--- src/sv/assert_macros.svh ---
// Assertion macros used by the sequencer RTL (ttlc_fsm) of the cache table.
`ifndef ASSERT_MACROS_SVH
`define ASSERT_MACROS_SVH
`ifndef SYNTH
// Clocked property, switched off while reset is high.
`define ASSERT_RST(lbl, clk, rst, prop, msg) \
  lbl: assert property (@(posedge clk) disable iff (rst) (prop)) else $error(msg);
// Clocked property that also holds during reset.
`define ASSERT_ALWAYS(lbl, clk, prop, msg) \
  lbl: assert property (@(posedge clk) (prop)) else $error(msg);
`else
`define ASSERT_RST(lbl, clk, rst, prop, msg)
`define ASSERT_ALWAYS(lbl, clk, prop, msg)
`endif
`endif

--- src/sv/ttlc_pkg.sv ---
// Shared types, constants and helpers for the expiring name cache table.
package ttlc_pkg;

  localparam int ENTRIES  = 64;
  localparam int KEY_BITS = 64;
  localparam int IDX_W    = (ENTRIES > 1) ? $clog2(ENTRIES) : 1;
  localparam int ADDR_W   = 32;
  localparam int TIME_W   = 32;
  localparam int OP_W     = 2;
  localparam int SLOT_W   = 6;
  localparam int CLR_W    = 7;
  localparam int WORD_W   = KEY_BITS + ADDR_W + TIME_W;

  localparam logic [IDX_W-1:0] IDX_LAST = IDX_W'(ENTRIES - 1);
  localparam logic [CLR_W-1:0] CLR_MAX  = {CLR_W{1'b1}};

  // Operation codes.
  localparam logic [OP_W-1:0] OP_LOOKUP = 2'd0;
  localparam logic [OP_W-1:0] OP_INSERT = 2'd1;
  localparam logic [OP_W-1:0] OP_SWEEP  = 2'd2;

  typedef enum logic [1:0] {
    ST_IDLE,
    ST_SCAN,
    ST_DRAIN,
    ST_FIN
  } state_t;

  // One request as captured at acceptance.
  typedef struct packed {
    logic [OP_W-1:0]     op;
    logic [KEY_BITS-1:0] key;
    logic [ADDR_W-1:0]   addr;
    logic [TIME_W-1:0]   ttl;
    logic [TIME_W-1:0]   now;
  } req_t;

  // Scan control from the sequencer to the entry evaluator.
  typedef struct packed {
    logic             load;
    logic             rd_en;
    logic [IDX_W-1:0] rd_idx;
    logic             eval;
    logic [IDX_W-1:0] eval_idx;
    logic             finish;
  } ctl_t;

  // One result item.
  typedef struct packed {
    logic              found;
    logic              fresh;
    logic [ADDR_W-1:0] addr;
    logic [SLOT_W-1:0] slot;
    logic [CLR_W-1:0]  cleared;
  } res_t;

  // Low SLOT_W bits of a slot index, zero extended for small tables.
  function automatic logic [SLOT_W-1:0] to_slot(input logic [IDX_W-1:0] idx);
    logic [IDX_W+SLOT_W-1:0] wide;
    wide = {{SLOT_W{1'b0}}, idx};
    return wide[SLOT_W-1:0];
  endfunction

endpackage

--- src/sv/ttlc_fsm.sv ---
// Sequencer that walks the table one entry per cycle for each item.
`include "assert_macros.svh"

module ttlc_fsm (
  input  logic          clk,
  input  logic          rst,
  input  logic          start,
  output logic          busy,
  output ttlc_pkg::ctl_t ctl
);

  ttlc_pkg::state_t            state;
  ttlc_pkg::state_t            state_next;
  logic [ttlc_pkg::IDX_W-1:0]  cnt;
  logic                        eval_q;
  logic [ttlc_pkg::IDX_W-1:0]  eval_idx;

  // State register.
  always_ff @(posedge clk) begin
    if (rst) begin
      state <= ttlc_pkg::ST_IDLE;
    end else begin
      state <= state_next;
    end
  end

  // Next state.
  always_comb begin
    state_next = state;
    case (state)
      ttlc_pkg::ST_IDLE: begin
        if (start) begin
          state_next = ttlc_pkg::ST_SCAN;
        end
      end
      ttlc_pkg::ST_SCAN: begin
        if (cnt == ttlc_pkg::IDX_LAST) begin
          state_next = ttlc_pkg::ST_DRAIN;
        end
      end
      ttlc_pkg::ST_DRAIN: state_next = ttlc_pkg::ST_FIN;
      ttlc_pkg::ST_FIN:   state_next = ttlc_pkg::ST_IDLE;
      default:            state_next = ttlc_pkg::ST_IDLE;
    endcase
  end

  // Read index counter; it restarts at zero whenever the block is idle.
  always_ff @(posedge clk) begin
    if (rst) begin
      cnt <= '0;
    end else if (state == ttlc_pkg::ST_SCAN) begin
      cnt <= cnt + 1'b1;
    end else begin
      cnt <= '0;
    end
  end

  // Read data arrives in the cycle after the read, so the evaluate strobe and index are registered to trail it.
  always_ff @(posedge clk) begin
    if (rst) begin
      eval_q <= 1'b0;
    end else begin
      eval_q <= (state == ttlc_pkg::ST_SCAN);
    end
  end

  always_ff @(posedge clk) begin
    eval_idx <= cnt;
  end

  // Outputs.
  always_comb begin
    busy         = (state != ttlc_pkg::ST_IDLE);
    ctl.load     = (state == ttlc_pkg::ST_IDLE) && start;
    ctl.rd_en    = (state == ttlc_pkg::ST_SCAN);
    ctl.rd_idx   = cnt;
    ctl.eval     = eval_q;
    ctl.eval_idx = eval_idx;
    ctl.finish   = (state == ttlc_pkg::ST_FIN);
  end

  `ASSERT_RST(a_phases_exclusive, clk, rst, $onehot0({ctl.load, ctl.rd_en, ctl.finish}), "load, read and finish overlap")
  `ASSERT_RST(a_finish_after_last, clk, rst, ctl.finish |-> ($past(eval_q) && ($past(eval_idx) == ttlc_pkg::IDX_LAST)), "finish without evaluating the last entry")
  `ASSERT_RST(a_load_then_busy, clk, rst, ctl.load |=> (busy && ctl.rd_en && (ctl.rd_idx == '0)), "scan did not start at entry zero")
  `ASSERT_RST(a_finish_then_idle, clk, rst, ctl.finish |=> !busy, "block stayed busy after finishing")

endmodule

--- config.mk ---
export PLATFORM = sky130hd
export DESIGN_NAME = ttlc_fsm
export DESIGN_NICKNAME = d
export VERILOG_FILES = /design/src/sv/ttlc_pkg.sv /design/src/sv/ttlc_fsm.sv
export VERILOG_INCLUDE_DIRS = /design/src /design/src/sv
export SDC_FILE = /design/constraint.sdc
export NUM_CORES = 1
export LEC_CHECK = 0
export BUFFER_PORTS_ARGS = -buffer_cell sky130_fd_sc_hd__buf_4
export CAP_MARGIN = 0
export CORE_MARGIN = 2
export CORE_UTILIZATION = 41
export DETAILED_ROUTE_END_ITERATION = 7
export GPL_TIMING_DRIVEN = 1
export PLACE_DENSITY_LB_ADDON = 0.1
export SLEW_MARGIN = 10
export SYNTH_ARGS = -nofsm -noshare
export SYNTH_HDL_FRONTEND = slang
export SYNTH_SLANG_ARGS = --single-unit
--- constraint.sdc ---
create_clock -name clk -period 1.2 [get_ports clk]
set_input_delay 0.06 -clock clk [delete_from_list [all_inputs] [get_ports clk]]
set_output_delay 0.06 -clock clk [all_outputs]
set_load 0.005 [all_outputs]
; ---- Word-level counts from Yosys, hierarchy flattened
; Cells that the tools add are included.
; Widths: inputs -> output; s select.
[word_totals]
regBits = 15
in_bits = 3
output_inout_bits = 17
[op_classes]
addsub = 1
eq_ne = 6
n_mux = 3
bitwise = 1
reduce_logical = 5
[op_table]
columns = op, count
row1 = $pmux 2 s4, 1
row2 = $add 6x1->6 const B, 1
row3 = $eq 6x6->1 const B, 1
row4 = $eq 2x2->1 const B, 2
row5 = $mux 2, 2
row6 = $eq 2x1->1 const B, 1
row7 = $logic_not 2->1, 1
row8 = $ne 2x1->1 const B, 1
row9 = $ne 2x2->1 const B, 1
row10 = $reduce_and 2->1, 1
row11 = $reduce_bool 2->1, 1
row12 = $reduce_or 2->1, 1
row13 = $logic_and 1x1->1, 1
row14 = $not 1->1, 1

; ---- Logic depth before layout (Yosys ltp)
; Gate-level depths: netlist of the first run.
[depth]
depth_word = 3
mapped_depth = 6
ltp_nobuf = 6

; ---- Worst setup path before layout of the first run
; No wires, ideal clock.
[synth_path]
path_type = reg2reg
start = register state[0]
end = register state[0]
setup_time_ps = 118
arrival_ps = 1180
setup_slack_ps = -98
path_stages_with_launch = 7
period_less_slack_ps = 1298
path_cell_list = dfxtp_1 inv_1 ha_1 nand2b_1 and4_4 o21ai_1 nor3b_2
[synth_via]
elab_chain_cells = 3
[synth_rtl]
columns = element, line_no
row1 = from (decl), ttlc_fsm.sv:12  ; ttlc_pkg::state_t state;
row2 = from (signal assigned), ttlc_fsm.sv:21  ; state <= ttlc_pkg::ST_IDLE;
row3 = from (signal assigned), ttlc_fsm.sv:23  ; state <= state_next;
row4 = $eq 2x1->1 / $logic_not 2->1 (equally long branches), ttlc_fsm.sv:30  ; case (state)
row5 = $ne 2x1->1 (no line) / $ne 2x2->1 (equally long branches), --
row6 = $reduce_and 2->1 (no line), --
; Several ways; a longest one is shown, not always the timed one.
; A chain may end at the register's enable or synchronous reset.

==> results.json, run 1 <==
{
  "post-place-ws_ns": 0.0009157,
  "num_rows": 13,
  "yosysSeqAreaShare_pct": 52.06,
  "hold_violations": 0,
  "start_util_pct": 44.33,
  "overflow": 0,
  "end_kind": "output port",
  "rsz0062_at_grt": "yes",
  "slew_violations": 0,
  "cts_num_sinks": 15,
  "netlist-cell-type-count": 18,
  "synth_area_sq_um": 576.8,
  "cts-root-buf": "clkbuf_4",
  "r2r_slack_ns": -0.02,
  "fin_nets": 97,
  "slew_headroom_pct": 85.06,
  "final_common_cell": "buf_4",
  "drive_above_1_share_pct": 55.17,
  "grt_pass1_wl_mm": 1.994,
  "worst_pin_slew_ns": 0.2217,
  "synth.largest_area_cell": "dfxtp_1",
  "routedWlPerCell_um": 10.95,
  "final_cell_mix": "29 x buf_4, 13 x dfxtp_1, 6 x nor2_1",
  "fin_crit_ns": 1.233,
  "wirelength_mm": 1.117,
  "synth_top_area_share_pct": 52.06,
  "worstPathMaxFanout": 3,
  "io_buffer_count": 19,
  "cellPowerDensity_nw_per_um2": 2022,
  "core_area_sq_um": 1301,
  "max-cap-violations": 0,
  "grt_pass1_vias": 500,
  "ys_warn_count": 0,
  "whs_ns": 0.2793,
  "p_leak_nw": 0.4402,
  "violations": "setup timing",
  "syn2layout_area_growth_pct": 56.62,
  "gp_congestion": 0.7665,
  "num_antenna_cells": 0,
  "grt_usage_pct": 14.79,
  "synth_fp_nets": 61,
  "syn_inst": 52,
  "ys_ff_latch": 15,
  "vias": 464,
  "vdd_drop_max_v": 0.001299,
  "critical_path_class": "register to output port",
  "clkTransAtPathRegs_ns": 0.09,
  "die_area_sq_um": 1723,
  "syn_area_per_cell_sq_um": 11.09,
  "finalSetupViolCount": 3,
  "ios": 20,
  "dp_hpwl_um": 828.8,
  "drtPass1Iterations": 4,
  "setup-tns-final_ns": -0.06363,
  "first_iter_violations": 4,
  "die-height_um": 41.51,
  "synth_area_leaders": "dfxtp_1 52%, ha_1 13%, xor2_1 4.6%",
  "grt_max_degree": 9,
  "die_x_um": 41.51,
  "cts_tree": "done",
  "fin_crit_sh_pct": 102.8,
  "drc": 0,
  "antenna_found_initial": 0,
  "final.fill_count": 113,
  "ant_nets": 0,
  "crit_required_ns": 1.14,
  "skew_ns": 0.004381,
  "cts.path.max_buffers": 2,
  "clk_latency_ns": 0.28,
  "cp.arrival_ns": 1.17,
  "viasPerCell": 4.549,
  "htree_levels": 1,
  "status": "finished with violations",
  "finalWorstSetupSlack_ns": -0.03341,
  "max_freq_mhz": 810.8,
  "fin_util_pct": 69.42,
  "cp-start-kind": "register",
  "min_path_type": "input port to register",
  "cts_made_buffers": 3
}
==> through the flow <==
| stage | power [mW] | area, sq um | std cells |
|---|---|---|---|
| 3_5_place_dp | 1.442 | 835.8 | 97 |
| 2_1_floorplan | 1.026 | 591.8 | 52 |
| 4_1_cts | 1.820 | 900.9 | 102 |
| 3_3_place_gp | 1.437 | 835.8 | 97 |
| 5_1_grt | 1.944 | 903.4 | 102 |
| 6_report | 1.826 | 903.4 | 102 |
==> worst paths after layout <==
check                           startpoint     endpoint  cells past startpoint
worst max-delay path              state[1]      ctl[15]                      5
worst min-delay path                 start     state[1]                      4
worst max register to register    state[1]     state[0]                      6
worst min register to register      cnt[5]  eval_idx[5]                      0
==> cell type report <==
| class | instances | area, sq um | area share [%] |
|---|---|---|---|
| Inverter | 4 | 17.52 | 1.939 |
| Clock buffer | 4 | 26.28 | 2.909 |
| Sequential cell | 15 | 302.8 | 33.52 |
| Timing Repair Buffer | 32 | 250.2 | 27.70 |
| Tap cell | 15 | 18.77 | 2.078 |
| Multi-Input combinational cell | 32 | 287.8 | 31.86 |
==> worst max-delay path: stages, from the launching register on <==
cell and delay [ns]:
dfxtp_2 0.36, inv_4 0.05, ha_4 0.15, buf_6 0.10
and2_4 0.12, buf_6 0.10
==> flip-flops by register name (all words and copies together), names as in the netlist <==
signal	flops
cnt	6
eval_idx	6
eval_q	1
state	2
==> report_power, final <==
group          leakage (nW)  internal [mW]  switching [mW]
Sequential            0.122          0.576          0.0445
Clock                0.0150          0.129           0.155
Combinational         0.303          0.535           0.387
Total                 0.440           1.24           0.586
==> synthesized netlist by cell type <==
cell      number
nor3b_2        1
o41ai_2        1
and4_4         1
nand2b_1       2
ha_1           6
nand3_1        3
and3_1         1
xnor2_1        1
inv_1          4
and2b_2        1
buf_4          1
nor3_2         1
and2_1         2
o21ai_1        2
dfxtp_1       15
nor2b_1        1
nor2_1         6
xor2_1         3
==> kinds of logic (layout without fill, tap and decap cells) <==
logic type | count (synthesis) | after routing | share of synthesized area [%]
compound gates | 3 | 3 | 4.556
fa+ha+maj | 6 | 6 | 13.01
xor+xnor | 4 | 4 | 6.075
flops | 15 | 15 | 52.06
buf+inv | 5 | 40 | 3.904
simple gates | 19 | 19 | 20.39
==> repair_timing <==
action / 4_1_cts / 5_1_grt
hold buffers: 1 / 0
buffers inserted: 1 / 0
endpoints found under the setup margin: 3 / 4
hold endpoints to repair: 2 / 0
pin swaps: 3 / 1
resized for setup: 7 / 1
==> layer usage <==
layer | track usage [%] | vias to the layer above | share of wire [%]
li1 | - | 239 | -
met4 | 7.742 | 0 | 1.9
met3 | 3.913 | 4 | 4.8
met2 | 24.06 | 13 | 49
met5 | 0 | - | 0
met1 | 17.71 | 208 | 44
No activity file was read; power rests on OpenSTA's default activity.
==> run 2, diff against run 1 <==
RECOVER_POWER = 25   (was unset)
==> results.json, run 2 (synthesis gave the netlist of run 1 again) <==
{
  "status": "finished with violations",
  "violations": "setup timing",
  "cts_made_buffers": 3,
  "die-height_um": 41.51,
  "p_clk_share_pct": 15.8,
  "fin_nets": 97,
  "vias": 468,
  "reg_top3": "cnt (6), eval_idx (6), state (2)",
  "wirelength_mm": 1.119,
  "grt_usage_pct": 14.79,
  "final_common_cell": "buf_4",
  "die_x_um": 41.51,
  "routedWlPerCell_um": 10.97,
  "cts-root-buf": "clkbuf_4",
  "critical_path_class": "register to output port",
  "cts.path.max_buffers": 2,
  "num_rows": 13,
  "skew_ns": 0.005785,
  "crit_required_ns": 1.14,
  "htree_levels": 1,
  "drtPass1Iterations": 4,
  "hold_path_startpoint": "start",
  "first_iter_violations": 3,
  "grt_max_degree": 9,
  "startpoint": "state[1]",
  "dp_hpwl_um": 828.8,
  "finalSetupViolCount": 3,
  "power.internal_mw": 1.231,
  "p_leak_nw": 0.4189,
  "finalWorstSetupSlack_ns": -0.03619,
  "overflow": 0,
  "sw_frac_of_total_pct": 32.32,
  "cts_tree": "done",
  "grt_pass1_wl_mm": 1.994,
  "worstPathMaxFanout": 3,
  "cp.arrival_ns": 1.18,
  "use_met2_pct": 24.06,
  "core_area_sq_um": 1301,
  "hold_violations": 0,
  "drive_above_1_share_pct": 49.43,
  "io_buffer_count": 19,
  "viasPerCell": 4.588,
  "antenna_found_initial": 0,
  "clkTransAtPathRegs_ns": 0.09,
  "finalInstanceArea_sq_um": 884.6,
  "ant_nets": 0,
  "final_cells": 102,
  "postPlaceCellArea_sq_um": 835.8,
  "comb_power_share_pct": 50.1,
  "cellPowerDensity_nw_per_um2": 2056,
  "top_usage_layer": "met2",
  "drc": 0,
  "use_met3_pct": 3.913,
  "rsz0062_at_grt": "yes",
  "ios": 20,
  "vdd_drop_max_v": 0.001303,
  "p_switching_mw": 0.5878,
  "worst_pin_slew_ns": 0.2217,
  "max-cap-violations": 0,
  "slew_headroom_pct": 85.06,
  "fin_crit_sh_pct": 103.0,
  "min_path_type": "input port to register",
  "num_antenna_cells": 0,
  "clk_latency_ns": 0.28,
  "met1_usage_pct": 17.71,
  "gp_congestion": 0.7665,
  "start_util_pct": 44.33,
  "max_freq_mhz": 808.9,
  "slew_violations": 0,
  "final.fill_count": 119,
  "fin_crit_ns": 1.236,
  "r2r-start": "state[1]",
  "pwr-share-seq_pct": 34.1,
  "post-place-ws_ns": 0.0009157,
  "syn2layout_area_growth_pct": 53.36,
  "grt_pass1_vias": 500,
  "end_kind": "output port",
  "place_inst": 97,
  "cp-start-kind": "register",
  "die_area_sq_um": 1723,
  "cts_num_sinks": 15,
  "final_cell_mix": "24 x buf_4, 13 x dfxtp_1, 6 x nor2_1, 6 x clkbuf_1"
}
[run 2: cell type report]
| type | count | area [sq um] | area share [%] |
|---|---|---|---|
| repair buffers | 32 | 231.5 | 26.17 |
| multi-input cells | 32 | 287.8 | 32.53 |
| well taps | 15 | 18.77 | 2.122 |
| inverters | 4 | 17.52 | 1.980 |
| clock buffers | 4 | 26.28 | 2.970 |
| flip-flops and latches | 15 | 302.8 | 34.23 |
[run 2: worst paths after layout]
| path | cells past startpoint | slack (ns) | to |
|---|---|---|---|
| setup / recovery | 5 | -0.04 | ctl[15] |
| hold / removal | 4 | 0.28 | state[1] |
| setup reg to reg | 6 | -0.02 | state[0] |
| hold reg to reg | 0 | 0.41 | eval_idx[5] |
[run 2: what timing repair did]
action / CTS / global route
hold endpoints to repair: 2 / 0
hold buffers: 1 / 0
pin swaps: 3 / 1
setup endpoints to repair: 3 / 4
resized for setup: 7 / 1
buffers inserted: 1 / 0
[run 2: routing by layer]
| metal | vias to the layer above | part of all wire [%] |
|---|---|---|
| li1 | 239 | - |
| met1 | 211 | 45 |
| met2 | 13 | 48 |
| met3 | 5 | 4.6 |
| met4 | 0 | 2.4 |
| met5 | - | 0 |
[run 2: power groups by stage]
stage,sequential (mW),clock [mW],combinational [mW]
floorplan,0.644,0,0.382
global placement,0.623,0,0.815
detailed placement,0.625,0,0.817
CTS,0.614,0.291,0.914
global route,0.627,0.311,0.995
finish,0.620,0.287,0.912
[run 2: through the flow]
stage               utilization [%]  setup TNS, ns  power (mW)  hold slack, ns
floorplan                         -              0       1.026          0.1221
global placement              64.23              0       1.437          0.2547
detailed placement            64.23              0       1.442          0.2602
CTS                           69.23       -0.07486       1.820          0.2768
global route                  67.98        -0.2385       1.933          0.2966
finish                        67.98       -0.06994       1.819          0.2779
[run 2: worst max-delay path: stages, from the launching register on]
cell and delay (ns):
dfxtp_2 0.36, inv_4 0.05, ha_4 0.15, buf_6 0.10, and2_4 0.12, buf_6 0.10
==> run 3, diff against run 2 <==
CORE_UTILIZATION = 38   (was 41)
REMOVE_ABC_BUFFERS = 1   (was unset)
==> results.json, run 3 (synthesis gave the netlist of run 1 again) <==
{
  "cp_slowest_cell": "dfxtp_2",
  "dp_hpwl_um": 809.6,
  "cp_cell_sequence": "inv_4 > ha_4 > buf_6 > and2_4 > buf_6",
  "start_util_pct": 39.20,
  "ant_nets": 0,
  "max_freq_mhz": 799.5,
  "rsz0062_at_grt": "yes",
  "slew_headroom_pct": 84.61,
  "skew_ns": 0.003457,
  "cp.arrival_ns": 1.19,
  "final_cells": 107,
  "cellPowerDensity_nw_per_um2": 2111,
  "die_area_sq_um": 1846,
  "cp-start-kind": "register",
  "syn2layout_area_growth_pct": 62.26,
  "final_common_cell": "buf_4",
  "fin_crit_ns": 1.251,
  "place_inst": 100,
  "grt_usage_pct": 14.66,
  "gp_congestion": 0.7047,
  "max-cap-violations": 0,
  "min_path_type": "input port to register",
  "cts_tree": "done",
  "routedWlPerCell_um": 10.35,
  "grt_pass1_vias": 438,
  "die_x_um": 42.96,
  "drc": 0,
  "cts-root-buf": "clkbuf_4",
  "viasPerCell": 4.393,
  "num_antenna_cells": 0,
  "core_area_sq_um": 1471,
  "worst_path_largest_cell_delay_ns": 0.36,
  "worstPathMaxFanout": 3,
  "p_leak_nw": 0.4530,
  "fin_crit_sh_pct": 104.2,
  "grt_max_degree": 10,
  "end_kind": "output port",
  "cts_made_buffers": 3,
  "final_cell_mix": "27 x buf_4, 13 x dfxtp_1, 6 x nor2_1",
  "worst-path-buf-inv": 3,
  "violations": "setup timing",
  "finalWorstSetupSlack_ns": -0.05077,
  "hold_violations": 0,
  "multi_input_area_sq_um": 302.8,
  "drive_above_1_share_pct": 54.95,
  "antenna_found_initial": 0,
  "first_iter_violations": 2,
  "cts.path.max_buffers": 2,
  "vdd_drop_max_v": 0.001186,
  "clkTransAtPathRegs_ns": 0.08,
  "reg_top3": "cnt (6), eval_idx (6), state (2)",
  "fin_util_pct": 63.61,
  "worst_pin_slew_ns": 0.2284,
  "crit_required_ns": 1.14,
  "io_buffer_count": 19,
  "die-height_um": 42.96,
  "cts_num_sinks": 15,
  "htree_levels": 1,
  "vias": 470,
  "crit_top_cell": "buf_6",
  "status": "finished with violations",
  "num_rows": 14,
  "overflow": 0,
  "ios": 20,
  "slew_violations": 0,
  "setup-tns-final_ns": -0.07529,
  "finalSetupViolCount": 4,
  "clk_latency_ns": 0.28,
  "fin_nets": 101,
  "grt_pass1_wl_mm": 1.959,
  "critical_path_class": "register to output port",
  "drtPass1Iterations": 2,
  "layout.area.seq_sq_um": 302.8,
  "cpLargestDelayFamily": "flip-flops",
  "wirelength_mm": 1.107,
  "final.fill_count": 139
}
-- run 3: path summary, 6_finish.rpt --
kind | startpoint | endpoint | slack [ns] | cells past startpoint
worst min-delay path | start | state[1] | 0.28 | 4
worst max register to register | state[1] | state[0] | -0.01 | 6
worst min register to register | cnt[5] | eval_idx[5] | 0.40 | 0
worst max-delay path | state[1] | ctl[15] | -0.05 | 5
-- run 3: metrics by stage --
step                      area, sq um  power [mW]  setup slack (ns)  hold WS, ns
after global placement          837.1       1.429          -0.07951       0.2660
after detailed placement        837.1       1.429           -0.1316       0.2672
after global routing            935.9       2.135          -0.09772       0.2971
final                           935.9       1.976          -0.05077       0.2755
after CTS                       920.9       1.888          -0.04560       0.2787
after floorplan                 569.3      0.9637          -0.09848       0.1295
-- run 3: repair_timing --
action | in CTS | in global routing
buffers inserted | 2 | 0
gates resized for setup | 11 | 6
endpoints found under the setup margin | 11 | 11
hold buffers | 1 | 0
hold endpoints to repair | 2 | 0
pin swaps | 2 | 2
-- run 3: worst register-to-register path: cells and delay by family (launching register included) --
| kind | cells | cell delay, ns |
|---|---|---|
| simple gates | 3 | 0.47 |
| compound gates | 1 | 0.06 |
| buf+inv | 1 | 0.05 |
| flops | 1 | 0.36 |
| fa+ha+maj | 1 | 0.16 |
-- run 3: layout make-up --
class                   instances  area share (%)
clock buffers                   3           2.406
flip-flops and latches         15           32.35
inverters                       4           1.872
well taps                      16           2.139
multi-input cells              32           32.35
clock inverters                 1          0.5348
repair buffers                 36           28.34
-- run 3: per-layer routing --
layer / track usage (%) / part of all wire [%] / vias up
met5: 0 / 0 / -
met1: 19.00 / 45 / 205
met2: 21.52 / 46 / 15
met3: 3.830 / 6.4 / 4
li1: - / - / 246
met4: 9.091 / 1.7 / 0
-- run 3: power breakdown --
| group | leakage (nW) | internal, mW | switching [mW] |
|---|---|---|---|
| combinational | 0.313 | 0.652 | 0.423 |
| sequential | 0.122 | 0.576 | 0.0431 |
| clock | 0.0177 | 0.124 | 0.158 |
| total | 0.453 | 1.35 | 0.624 |
