==> config.mk <==
export PLATFORM = sky130hd
export DESIGN_NAME = ttlc_eval
export DESIGN_NICKNAME = d
export VERILOG_FILES = /design/src/sv/assert_macros.svh /design/src/sv/ttlc_pkg.sv /design/src/sv/ttlc_eval.sv
export SDC_FILE = /design/constraint.sdc
export NUM_CORES = 1
export LEC_CHECK = 0
export ABC_AREA = 1
export ABC_CLOCK_PERIOD_IN_PS = 6300
export BUFFER_PORTS_ARGS = -buffer_cell sky130_fd_sc_hd__buf_2
export CAP_MARGIN = 20
export CORE_MARGIN = 5
export CORE_UTILIZATION = 55
export CTS_BUF_LIST = sky130_fd_sc_hd__clkbuf_2
export DETAILED_ROUTE_END_ITERATION = 8
export GPL_ROUTABILITY_DRIVEN = 0
export HOLD_SLACK_MARGIN = 0.03
export PLACE_DENSITY = 0.81
export SLEW_MARGIN = 20
export SYNTH_ARGS = -nofsm -noshare
export SYNTH_HDL_FRONTEND = slang
export SYNTH_SLANG_ARGS = --single-unit
export TNS_END_PERCENT = 20
==> constraint.sdc <==
create_clock -name clk -period 6.3 [get_ports clk]
set_clock_uncertainty 0.2 [all_clocks]
set_input_delay 0.945 -clock clk [delete_from_list [all_inputs] [get_ports clk]]
set_output_delay 0.945 -clock clk [all_outputs]
set_load 0.005 [all_outputs]
==> src/sv/assert_macros.svh <==
// Assertion macros used by the sequencer RTL (ttlc_fsm) of the cache table.
`ifndef ASSERT_MACROS_SVH
`define ASSERT_MACROS_SVH
`ifndef SYNTH
// Clocked property, switched off while reset is high.
`define ASSERT_RST(lbl, clk, rst, prop, msg) \
  lbl: assert property (@(posedge clk) disable iff (rst) (prop)) else $error(msg);
// Clocked property that also holds during reset.
`define ASSERT_ALWAYS(lbl, clk, prop, msg) \
  lbl: assert property (@(posedge clk) (prop)) else $error(msg);
`else
`define ASSERT_RST(lbl, clk, rst, prop, msg)
`define ASSERT_ALWAYS(lbl, clk, prop, msg)
`endif
`endif

==> src/sv/ttlc_pkg.sv <==
// Shared types, constants and helpers for the expiring name cache table.
package ttlc_pkg;

  localparam int ENTRIES  = 64;
  localparam int KEY_BITS = 64;
  localparam int IDX_W    = (ENTRIES > 1) ? $clog2(ENTRIES) : 1;
  localparam int ADDR_W   = 32;
  localparam int TIME_W   = 32;
  localparam int OP_W     = 2;
  localparam int SLOT_W   = 6;
  localparam int CLR_W    = 7;
  localparam int WORD_W   = KEY_BITS + ADDR_W + TIME_W;

  localparam logic [IDX_W-1:0] IDX_LAST = IDX_W'(ENTRIES - 1);
  localparam logic [CLR_W-1:0] CLR_MAX  = {CLR_W{1'b1}};

  // Operation codes.
  localparam logic [OP_W-1:0] OP_LOOKUP = 2'd0;
  localparam logic [OP_W-1:0] OP_INSERT = 2'd1;
  localparam logic [OP_W-1:0] OP_SWEEP  = 2'd2;

  typedef enum logic [1:0] {
    ST_IDLE,
    ST_SCAN,
    ST_DRAIN,
    ST_FIN
  } state_t;

  // One request as captured at acceptance.
  typedef struct packed {
    logic [OP_W-1:0]     op;
    logic [KEY_BITS-1:0] key;
    logic [ADDR_W-1:0]   addr;
    logic [TIME_W-1:0]   ttl;
    logic [TIME_W-1:0]   now;
  } req_t;

  // Scan control from the sequencer to the entry evaluator.
  typedef struct packed {
    logic             load;
    logic             rd_en;
    logic [IDX_W-1:0] rd_idx;
    logic             eval;
    logic [IDX_W-1:0] eval_idx;
    logic             finish;
  } ctl_t;

  // One result item.
  typedef struct packed {
    logic              found;
    logic              fresh;
    logic [ADDR_W-1:0] addr;
    logic [SLOT_W-1:0] slot;
    logic [CLR_W-1:0]  cleared;
  } res_t;

  // Low SLOT_W bits of a slot index, zero extended for small tables.
  function automatic logic [SLOT_W-1:0] to_slot(input logic [IDX_W-1:0] idx);
    logic [IDX_W+SLOT_W-1:0] wide;
    wide = {{SLOT_W{1'b0}}, idx};
    return wide[SLOT_W-1:0];
  endfunction

endpackage

==> src/sv/ttlc_eval.sv <==
// Per-entry evaluation: valid bits, lookup match, insert slot choice, sweep.
module ttlc_eval (
  input  logic                         clk,
  input  logic                         rst,
  input  ttlc_pkg::ctl_t               ctl,
  input  ttlc_pkg::req_t               req_in,
  input  logic [ttlc_pkg::WORD_W-1:0]  rd_data,
  output logic                         wr_en,
  output logic [ttlc_pkg::IDX_W-1:0]   wr_idx,
  output logic [ttlc_pkg::WORD_W-1:0]  wr_data,
  output ttlc_pkg::res_t               res
);

  ttlc_pkg::req_t                      req;
  logic [ttlc_pkg::ENTRIES-1:0]        valid;

  logic                                hit;
  logic                                hit_fresh;
  logic [ttlc_pkg::ADDR_W-1:0]         hit_addr;
  logic [ttlc_pkg::IDX_W-1:0]          hit_idx;
  logic                                have_free;
  logic [ttlc_pkg::IDX_W-1:0]          free_idx;
  logic [ttlc_pkg::IDX_W-1:0]          victim;
  logic [ttlc_pkg::TIME_W-1:0]         oldest;
  logic [ttlc_pkg::CLR_W-1:0]          cleared;

  logic [ttlc_pkg::KEY_BITS-1:0]       ent_key;
  logic [ttlc_pkg::ADDR_W-1:0]         ent_addr;
  logic [ttlc_pkg::TIME_W-1:0]         ent_exp;
  logic                                ent_valid;
  logic                                expired;
  logic [ttlc_pkg::TIME_W:0]           exp_sum;
  logic [ttlc_pkg::TIME_W-1:0]         new_exp;
  logic [ttlc_pkg::IDX_W-1:0]          ins_idx;

  // Split the entry that the memory returned.
  always_comb begin
    ent_key   = rd_data[ttlc_pkg::WORD_W-1 -: ttlc_pkg::KEY_BITS];
    ent_addr  = rd_data[ttlc_pkg::ADDR_W+ttlc_pkg::TIME_W-1 -: ttlc_pkg::ADDR_W];
    ent_exp   = rd_data[ttlc_pkg::TIME_W-1:0];
    ent_valid = valid[ctl.eval_idx];
    expired   = ent_valid && (ent_exp < req.now);
  end

  // Capture the request when it is accepted.
  always_ff @(posedge clk) begin
    if (ctl.load) begin
      req <= req_in;
    end
  end

  // Scan accumulators for all three operations.
  always_ff @(posedge clk) begin
    if (rst) begin
      hit       <= 1'b0;
      have_free <= 1'b0;
      cleared   <= '0;
    end else if (ctl.load) begin
      hit       <= 1'b0;
      have_free <= 1'b0;
      cleared   <= '0;
      free_idx  <= '0;
      victim    <= '0;
      hit_idx   <= '0;
      hit_fresh <= 1'b0;
      hit_addr  <= '0;
      oldest    <= req_in.now;
    end else if (ctl.eval) begin
      case (req.op)
        ttlc_pkg::OP_LOOKUP: begin
          if (!hit && ent_valid && (ent_key == req.key)) begin
            hit       <= 1'b1;
            hit_fresh <= (req.now < ent_exp);
            hit_addr  <= ent_addr;
            hit_idx   <= ctl.eval_idx;
          end
        end
        ttlc_pkg::OP_INSERT: begin
          // The first free slot wins; before it, track the oldest stale entry.
          if (!have_free) begin
            if (!ent_valid) begin
              have_free <= 1'b1;
              free_idx  <= ctl.eval_idx;
            end else if (ent_exp < oldest) begin
              oldest <= ent_exp;
              victim <= ctl.eval_idx;
            end
          end
        end
        ttlc_pkg::OP_SWEEP: begin
          if (expired && (cleared != ttlc_pkg::CLR_MAX)) begin
            cleared <= cleared + 1'b1;
          end
        end
        default: begin
        end
      endcase
    end
  end

  // Insert target and saturated expiry.
  always_comb begin
    ins_idx = have_free ? free_idx : victim;
    exp_sum = {1'b0, req.now} + {1'b0, req.ttl};
    new_exp = exp_sum[ttlc_pkg::TIME_W] ? {ttlc_pkg::TIME_W{1'b1}}
                                        : exp_sum[ttlc_pkg::TIME_W-1:0];
    wr_en   = ctl.finish && (req.op == ttlc_pkg::OP_INSERT);
    wr_idx  = ins_idx;
    wr_data = {req.key, req.addr, new_exp};
  end

  // Valid bits: sweep clears during the scan, insert sets at the end.
  always_ff @(posedge clk) begin
    if (rst) begin
      valid <= '0;
    end else begin
      if (ctl.eval && (req.op == ttlc_pkg::OP_SWEEP) && expired) begin
        valid[ctl.eval_idx] <= 1'b0;
      end
      if (wr_en) begin
        valid[ins_idx] <= 1'b1;
      end
    end
  end

  // Result fields; fields an operation does not use stay zero.
  always_comb begin
    res = '0;
    case (req.op)
      ttlc_pkg::OP_LOOKUP: begin
        res.found = hit;
        res.fresh = hit && hit_fresh;
        res.addr  = hit ? hit_addr : '0;
        res.slot  = hit ? ttlc_pkg::to_slot(hit_idx) : '0;
      end
      ttlc_pkg::OP_INSERT: res.slot    = ttlc_pkg::to_slot(ins_idx);
      ttlc_pkg::OP_SWEEP:  res.cleared = cleared;
      default:             res = '0;
    endcase
  end

endmodule

# ---- After elaboration in Yosys (flattened, before gate mapping)
# Index checks and enable logic that the tools add are counted.
dict set report classes {
  n_addsub 2
  n_lt_le_gt_ge 7
  eq_ne 6
  n_mux 42
  n_bitwise 4
  n_reduce_logical 25
}
# operator n
set ops {}
lappend ops {{32-bit 2-to-1 mux} 11}
lappend ops {{64-bit 2-to-1 mux} 3}
lappend ops {{32-bit less-than comparator} 3}
lappend ops {{6-bit 2-to-1 mux} 14}
lappend ops {{64-bit AND} 1}
lappend ops {{64-bit == test} 1}
lappend ops {{64-bit inverter} 1}
lappend ops {{64-bit OR} 1}
lappend ops {{34-bit 2-to-1 mux} 1}
lappend ops {{32-bit by 32-bit adder with 33-bit output} 1}
lappend ops {{6-bit by 7-bit less-than comparator with 1-bit output (second input constant)} 2}
lappend ops {{1-bit demux with 6-bit select} 2}
lappend ops {{6-bit by 1-bit >= comparator with 1-bit output (second input constant)} 2}
lappend ops {{6-bit one-hot mux with 2 select lines} 1}
lappend ops {{2-bit nonzero test} 6}
lappend ops {{1-bit logical AND} 10}
lappend ops {{1-bit 2-to-1 mux} 8}
lappend ops {{7-bit by 1-bit adder with 7-bit output (second input constant)} 1}
lappend ops {{7-bit 2-to-1 mux} 1}
lappend ops {{7-bit != test (second input constant)} 1}
lappend ops {{1-bit binary-select mux with 6-bit select} 1}
lappend ops {{3-bit AND reduction} 2}
lappend ops {{6-bit AND reduction} 1}
lappend ops {{5-bit AND reduction} 1}
lappend ops {{9 further kinds} 10}
dict set report word_totals {
  reg_bits 318
  in_bits 308
  out_inout_bits 182
  wordCells 101
}

# ---- Logic depth before layout (Yosys ltp)
# Gate-level depths: netlist of the first run.
dict set report logic_depth {
  depth_word 10
  mapped_depth 18
  ltp_nobuf 17
}

# ---- Worst setup path before layout of the first run
# Ideal clock, no wire load.
dict set report synth_path {
  path_kind {in2reg}
  startpoint {input ctl[1] (netlist name)}
  endpoint {register hit_addr[0] (netlist name), enable pin}
  t_arrival_ns 4.050
  t_required_ns 5.652
  path_slack_ns 1.601
  path_stages 16
  path_buffers 3
  cell_sequence {buf_4 -> inv_4 -> buf_4 -> nand2_1 -> nand2_1 -> nand2_1 -> nand2_1 -> nand2_1 -> nand2_1 -> nand2_1 -> nand2_1 -> nor2_2 -> nand2_4 -> buf_6 -> nand2_1 -> a21oi_1}
}
dict set report synth_between {
  elab_chain_cells 6
}
# item line
set synth_rtl {}
lappend synth_rtl {{start, declared} ttlc_eval.sv:5} ;# input ttlc_pkg::ctl_t ctl,
lappend synth_rtl {{1-bit binary-select mux with 6-bit select} ttlc_eval.sv:41} ;# ent_valid = valid[ctl.eval_idx];
lappend synth_rtl {{1-bit 2-to-1 mux (not written as such)} ttlc_eval.sv:41}
lappend synth_rtl {{1-bit logical AND (2 in a row)} ttlc_eval.sv:71} ;# if (!hit && ent_valid && (ent_key == req.key)) begin
lappend synth_rtl {{2-bit nonzero test (no line)} -}
lappend synth_rtl {{4-bit AND reduction (no line)} -}
lappend synth_rtl {{end signal, assigned} ttlc_eval.sv:74} ;# hit_addr <= ent_addr;
lappend synth_rtl {{end, declared} ttlc_eval.sv:19} ;# logic [ttlc_pkg::ADDR_W-1:0] hit_addr;
# No other way between the ends. The select of a mux whose other input is x is not followed.
# A chain may end at the register's enable or synchronous reset.

# ---- Worst setup path in the final report of the first run
dict set report layout_path {
  startpoint {register req[0] (netlist name)}
  endpoint {output wr_data[18] (netlist name)}
}
dict set report layout_between {
  elab_chain_cells 2
}
# item line
set layout_rtl {}
lappend layout_rtl {{start, declared} ttlc_eval.sv:14} ;# ttlc_pkg::req_t req;
lappend layout_rtl {{start signal, assigned} ttlc_eval.sv:48} ;# req <= req_in;
lappend layout_rtl {{32-bit by 32-bit adder with 33-bit output} ttlc_eval.sv:104} ;# exp_sum = {1'b0, req.now} + {1'b0, req.ttl};
lappend layout_rtl {{32-bit 2-to-1 mux} ttlc_eval.sv:105} ;# new_exp = exp_sum[ttlc_pkg::TIME_W] ? {ttlc_pkg::TIME_W{1'b1}}
lappend layout_rtl {{end, declared} ttlc_eval.sv:10} ;# output logic [ttlc_pkg::WORD_W-1:0] wr_data,
# No other way between the ends.

==> results.sh, run 1 <==
export IMPL_cp_data_arrival_time_ps=3960
export IMPL_startpoint_type="register"
export IMPL_ff2ff_setup_slack_ps=2600
export IMPL_die_y_um=191
export IMPL_route_met3_wl_um=9260
export IMPL_netlist_instances=2096
export IMPL_worstSetupPathType="reg2out"
export IMPL_power_density_nw_per_um2=222
export IMPL_cpPeakStageDelay_ps=470
export IMPL_syn_nets=2501
export IMPL_clock_sinks=318
export IMPL_ir_drop_mv=0.160
export IMPL_yosys_most_used_dff="edfxtp_1"
export IMPL_drc=0
export IMPL_grt_max_degree=81
export IMPL_io_pins=490
export IMPL_ys_seq_area_share_pct=49.1
export IMPL_fin_cells=3239
export IMPL_power_total_mw=5.05
export IMPL_clock_latency_ps=1000
export IMPL_wl_per_cell_um=20.7
export IMPL_hpwl_um=46000
export IMPL_finalHoldViolations=0
export IMPL_area_growth_pct=26.7
export IMPL_grt_ovfl_total=0
export IMPL_period_share_pct=81.1
export IMPL_cp_max_fo=4
export IMPL_drtIter0Drc=1859
export IMPL_regToRegStartpoint="wr_data[90]"
export IMPL_portBuffers=482
export IMPL_drtAntennaViolNets=0
export IMPL_tns_ps=0
export IMPL_cts_resized=0
export IMPL_cts_made_buffers=87
export IMPL_first_pass_iters=8
export IMPL_grt_use_total_pct=35.7
export IMPL_p_comb_share_pct=20.8
export IMPL_clockRootBuffer="clkbuf_2"
export IMPL_whs_path_depth=3
export IMPL_slew_violations=0
export IMPL_crit_top_cell="nand2_1"
export IMPL_status="finished, final reports clean"
export IMPL_nets=3121
export IMPL_dr_wl_met2_um=30800
export IMPL_drt_total_wl_um=67000
export IMPL_synth_async_reset_ratio_pct=0
export IMPL_leakage_nw=10.1
export IMPL_ys_types=42
export IMPL_crit_slowest_cell="edfxtp_1"
export IMPL_clkTransAtPathRegs_ps=120
export IMPL_reg2reg_depth=10
export IMPL_maxCapViolations=0
export IMPL_clockBufferDepth=3
export IMPL_grt_pass1_vias=17834
export IMPL_row_count=66
export IMPL_drive_gt1_share_pct=24.1
export IMPL_grt_pass1_wl_um=99500
export IMPL_mostFrequentLayoutCells="nand2_1 (561), buf_2 (481), edfxtp_1 (245)"
export IMPL_hp_start="rd_data[43]"
export IMPL_die_x_um=191
export IMPL_vias=17896
export IMPL_dp_cells=2880
export IMPL_syn_area_per_cell_um2=8.56
export IMPL_ys_seq_elements=318
export IMPL_crit_chain="ha_1, inv_1, fa_1, o21ai_1, a21oi_1, o21ai_0, a21oi_1, inv_1, nand2_1, nand2_1, nand2_1, nand3_1, buf_2"
export IMPL_layout_commonest_cell="nand2_1"
export IMPL_rsz0062_at_grt="false"
export IMPL_critical_path_endpoint_type="primary output"
export IMPL_avgViaCountPerCell=5.53
export IMPL_seq_power_share_pct=48.9
export IMPL_worst_pin_slew_ps=986
export IMPL_switchingPower_mw=1.64
export IMPL_p_sw_share_pct=32.5
export IMPL_initial_core_util_pct=55.4
export IMPL_maxSlewHeadroom_pct=34.1
export IMPL_met1Wirelength_um=23500
export IMPL_clkPwrFrac_pct=30.3
export IMPL_ys_warn_count=0
export IMPL_hold_path_class="in2reg"
export IMPL_htree_num_levels=3
export IMPL_die_area_um2=36300
export IMPL_internal_power_mw=3.41
export IMPL_setup_violations=0
export IMPL_synth_enable_flop_cells=245
export IMPL_highest_layer="met5"
export IMPL_core_area_um2=32400
export IMPL_cts_tree="done"
export IMPL_antenna_found_initial=15
export IMPL_max_freq_mhz=196
export IMPL_fin_crit_ps=5110
export IMPL_synth_area_um2=17900
export IMPL_r2r_end="hit_addr[1]"
export IMPL_whs_endpoint="hit_addr[11]"
export IMPL_required_ps=5150
-- cell families (layout without fill, tap and decap cells) --
family	Yosys count	after routing	synth area share [%]
AND/OR/NAND/NOR	994	994	22.9
flip-flops	318	318	49.1
XOR/XNOR	68	68	3.32
adder cells (fa/ha/maj)	97	97	6.81
AO/OA/AOI/OAI	258	258	7.78
other	0	14	0
buffers and inverters	361	1048	10.1
-- what timing repair did --
item,4_1_cts,5_1_grt
hold buffers,189,0
endpoints found under the hold margin,203,0
setup buffers,0,0
-- worst max-delay path: cells and delay by family, from the launching register on --
kind                       cells  cell delay, ps
and+or+nand+nor                4             340
adders and majority gates      2             620
DFF                            1             470
buffers and inverters          3             370
AOI/OAI and AO/OA              4            1190
-- per-layer routing --
metal / vias up / GRT usage, %
met2: 1326 / 57.8
li1: 8123 / -
met1: 8179 / 43.5
met3: 266 / 10.9
met4: 2 / 17.7
met5: - / 0
-- final cells by class --
| class | count | area, um2 |
|---|---|---|
| Antenna cell | 14 | 35.0 |
| Timing Repair Buffer | 682 | 4400 |
| Fill cell | 2449 | 9630 |
| Clock inverter | 26 | 136 |
| Clock buffer | 130 | 651 |
| Sequential cell | 318 | 8820 |
| Inverter | 210 | 793 |
| Multi-Input combinational cell | 1417 | 7350 |
| Tap cell | 442 | 553 |
-- per-stage QoR --
step,setup slack [ps],cell area (um2),hold slack (ps),util [%]
final,1190,22700,97.9,70.2
after global routing,985,22700,27.9,70.2
after CTS,1260,22700,31.7,70.1
after detailed placement,1400,20000,251,61.9
after global placement,1490,20000,246,61.9
after floorplan,1600,17900,239,-
-- Yosys cell counts (4+ instances only) --
cell      count  area share [%]
buf_6         9            0.56
dfxtp_1      73             8.1
nand4_1      26            0.91
nand2_1     561              12
xnor2_1      39             1.9
inv_1       204             4.3
nand3_1     115             3.2
nor3_2        9            0.50
a21oi_1     143             4.0
nor3_1       25            0.70
nor4_1        4            0.14
or2_1         4            0.14
nor2_1      229             4.8
ha_1         96             6.7
or2_2        16            0.56
o21ai_0      73             2.0
edfxtp_1    245              41
o21bai_1      4            0.17
clkbuf_1     35            0.73
buf_4        98             4.1
o21a_1        7            0.29
buf_2         7            0.20
a21o_1        7            0.29
xor2_1       29             1.4
o211ai_1      6            0.25
-- power by group through the flow --
stage / logic, mW / registers [mW] / clock network (mW)
after global routing: 1.13 / 2.47 / 1.68
after floorplan: 0.556 / 2.47 / 0
after global placement: 0.873 / 2.50 / 0
after CTS: 1.00 / 2.46 / 1.53
final: 1.05 / 2.47 / 1.53
after detailed placement: 0.901 / 2.50 / 0
-- sequential cells by signal, indices dropped and copies added, names as in the netlist --
name,count
cleared,7
victim,6
free_idx,6
hit_fresh,1
have_free,1
req,66
valid,64
oldest,32
hit_idx,6
hit_addr,32
hit,1
wr_data,96
-- worst max-delay path by stage --
stage	cells past startpoint	slack [ps]	startpoint	end
finish	13	1190	req[0]	wr_data[18]
floorplan	16	1600	ctl[1]	hit_addr[0]
CTS	12	1260	req[0]	wr_data[18]
global route	12	990	req[0]	wr_data[30]
global placement	13	1490	ctl[2]	hit_addr[5]
detailed placement	15	1400	ctl[1]	hit_addr[10]
Power figures use the tool's default switching activity.
==> run 2, diff against run 1 <==
--- a/config.mk
+++ b/config.mk
@@ -6,7 +6,7 @@
 export NUM_CORES = 1
 export LEC_CHECK = 0
 export ABC_AREA = 1
-export ABC_CLOCK_PERIOD_IN_PS = 6300
+export ABC_CLOCK_PERIOD_IN_PS = 5000
 export BUFFER_PORTS_ARGS = -buffer_cell sky130_fd_sc_hd__buf_2
 export CAP_MARGIN = 20
 export CORE_MARGIN = 5
==> constraint.sdc (replaced) <==
create_clock -name clk -period 5 [get_ports clk]
set_clock_uncertainty 0.2 [all_clocks]
set_input_delay 0.75 -clock clk [delete_from_list [all_inputs] [get_ports clk]]
set_output_delay 0.75 -clock clk [all_outputs]
set_load 0.005 [all_outputs]
==> run 2 against run 1 <==
Via count increased by 2.0%. Die area unchanged. Non-clock buffer count increased by 49. Critical path depth decreased by 2. Worst setup slack got worse by 1000 ps. Worst hold slack improved by 48 ps. Final area increased by 2.2%. Total power increased by 28%. Global-route usage increased by 1.0 points. Critical path type unchanged.
==> results.sh, run 2 (synthesis gave the netlist of run 1 again) <==
export IMPL_status="finished, final reports clean"
export IMPL_grt_use_total_pct=36.7
export IMPL_grt_max_degree=145
export IMPL_cp_max_fo=32
export IMPL_drtAntennaViolNets=0
export IMPL_wl_per_cell_um=20.9
export IMPL_period_share_pct=96.6
export IMPL_ir_drop_mv=0.228
export IMPL_grt_pass1_wl_um=103000
export IMPL_core_area_um2=32400
export IMPL_slew_violations=0
export IMPL_tns_ps=0
export IMPL_drive_gt1_share_pct=23.9
export IMPL_mostFrequentLayoutCells="nand2_1 (561), buf_2 (481), edfxtp_1 (245)"
export IMPL_maxCapViolations=0
export IMPL_maxSlewHeadroom_pct=41.5
export IMPL_drtIter0Drc=2022
export IMPL_cpPeakStageDelay_ps=510
export IMPL_portBuffers=482
export IMPL_startpoint_type="register"
export IMPL_hpwl_um=45700
export IMPL_die_y_um=191
export IMPL_nFillCells=2277
export IMPL_grt_ovfl_total=0
export IMPL_clkTransAtPathRegs_ps=100
export IMPL_hold_path_class="in2reg"
export IMPL_final_area_um2=23200
export IMPL_cts_made_buffers=87
export IMPL_cts_tree="done"
export IMPL_clock_latency_ps=1050
export IMPL_die_x_um=191
export IMPL_fin_crit_ps=4830
export IMPL_largest_reg_flops=96
export IMPL_layout_commonest_cell="nand2_1"
export IMPL_die_area_um2=36300
export IMPL_clock_sinks=318
export IMPL_first_pass_iters=6
export IMPL_crit_top_cell="a21oi_2"
export IMPL_drc=0
export IMPL_leakage_nw=10.4
export IMPL_clockRootBuffer="clkbuf_2"
export IMPL_worst_pin_slew_ps=872
export IMPL_power_density_nw_per_um2=279
export IMPL_setup_violations=0
export IMPL_place_area_um2=20100
export IMPL_clockBufferDepth=3
export IMPL_antenna_found_initial=6
export IMPL_htree_num_levels=3
export IMPL_max_freq_mhz=207
export IMPL_worstSetupPathType="reg2out"
export IMPL_area_growth_pct=29.5
export IMPL_cts_setup_buffers=0
export IMPL_crit_chain="ha_1, a21oi_1, o21ai_0, a21oi_2, inv_1, a21oi_2, nor3_1, nor2_2, buf_4, nand3_1, buf_2"
export IMPL_nets=3170
export IMPL_rsz0062_at_grt="false"
export IMPL_io_pins=490
export IMPL_crit_slowest_cell="edfxtp_1"
export IMPL_row_count=66
export IMPL_avgViaCountPerCell=5.57
export IMPL_critical_path_endpoint_type="primary output"
export IMPL_cp_data_arrival_time_ps=3880
export IMPL_vias=18257
export IMPL_initial_core_util_pct=55.4
export IMPL_drt_total_wl_um=68300
export IMPL_finalHoldViolations=0
export IMPL_required_ps=4050
export IMPL_grt_pass1_vias=18484
==> run 2: cell types whose count changed in the layout (fill, tap and decap cells not counted), sizes merged <==
| cell | previous run | this run |
|---|---|---|
| dlygate4sd3 | 189 | 236 |
| diode | 14 | 6 |
| clkinv | 23 | 16 |
| buf | 493 | 495 |
| inv | 211 | 213 |
| bufinv | 1 | 2 |
| clkbuf | 130 | 129 |
==> run 2: worst max-delay path: cells and delay by family (launching register included) <==
family | cells | cell delay (ps)
AND/OR/NAND/NOR | 3 | 410
buffers and inverters | 3 | 650
AO/OA/AOI/OAI | 4 | 910
adder cells (fa/ha/maj) | 1 | 430
flip-flops | 1 | 510
==> run 2: stage by stage <==
step / hold WS (ps) / std cells / util (%) / power (mW) / setup slack (ps)
floorplan: 239 / 2096 / - / 3.82 / 496
global placement: 246 / 2882 / 62.0 / 4.25 / 1060
detailed placement: 252 / 2882 / 62.0 / 4.29 / 1010
finish: 146 / 3275 / 71.8 / 6.49 / 169
global route: 103 / 3274 / 71.8 / 6.75 / 17.0
CTS: 33.5 / 3269 / 71.7 / 6.37 / 249
==> run 2: final cells by class <==
type	count	area, um2	share of cell area [%]
Sequential cell	318	8820	38.0
Multi-Input combinational cell	1417	7360	31.7
Timing Repair Buffer	731	4910	21.1
Inverter	210	793	3.41
Clock buffer	129	646	2.78
Tap cell	442	553	2.38
Clock inverter	22	141	0.609
Antenna cell	6	15.0	0.0646
==> run 2: power breakdown <==
part           total [mW]  internal (mW)  switching, mW
combinational        1.37          0.570          0.796
sequential           3.11           3.01          0.102
clock                2.01          0.786           1.22
==> run 2: per-layer routing <==
metal / part of all wire, % / track usage, % / vias to the layer above
met2: 45 / 59.4 / 1378
met4: 5.8 / 19.0 / 0
li1: - / - / 8219
met5: 0 / 0 / -
met1: 34 / 43.2 / 8346
met3: 15 / 13.3 / 314
==> run 2: path summary, 6_finish.rpt <==
kind / to / startpoint / cells after the start / slack (ps)
hold reg to reg: valid[23] / valid[23] / 2 / 270
setup reg to reg: hit_addr[29] / wr_data[90] / 10 / 1700
hold / removal: hit / rd_data[125] / 8 / 150
setup / recovery: wr_data[20] / req[5] / 11 / 170
==> run 2: what timing repair did <==
item,in CTS,in global routing
resized for setup,0,1
hold buffers,236,0
setup endpoints to repair,0,26
hold endpoints to repair,287,0
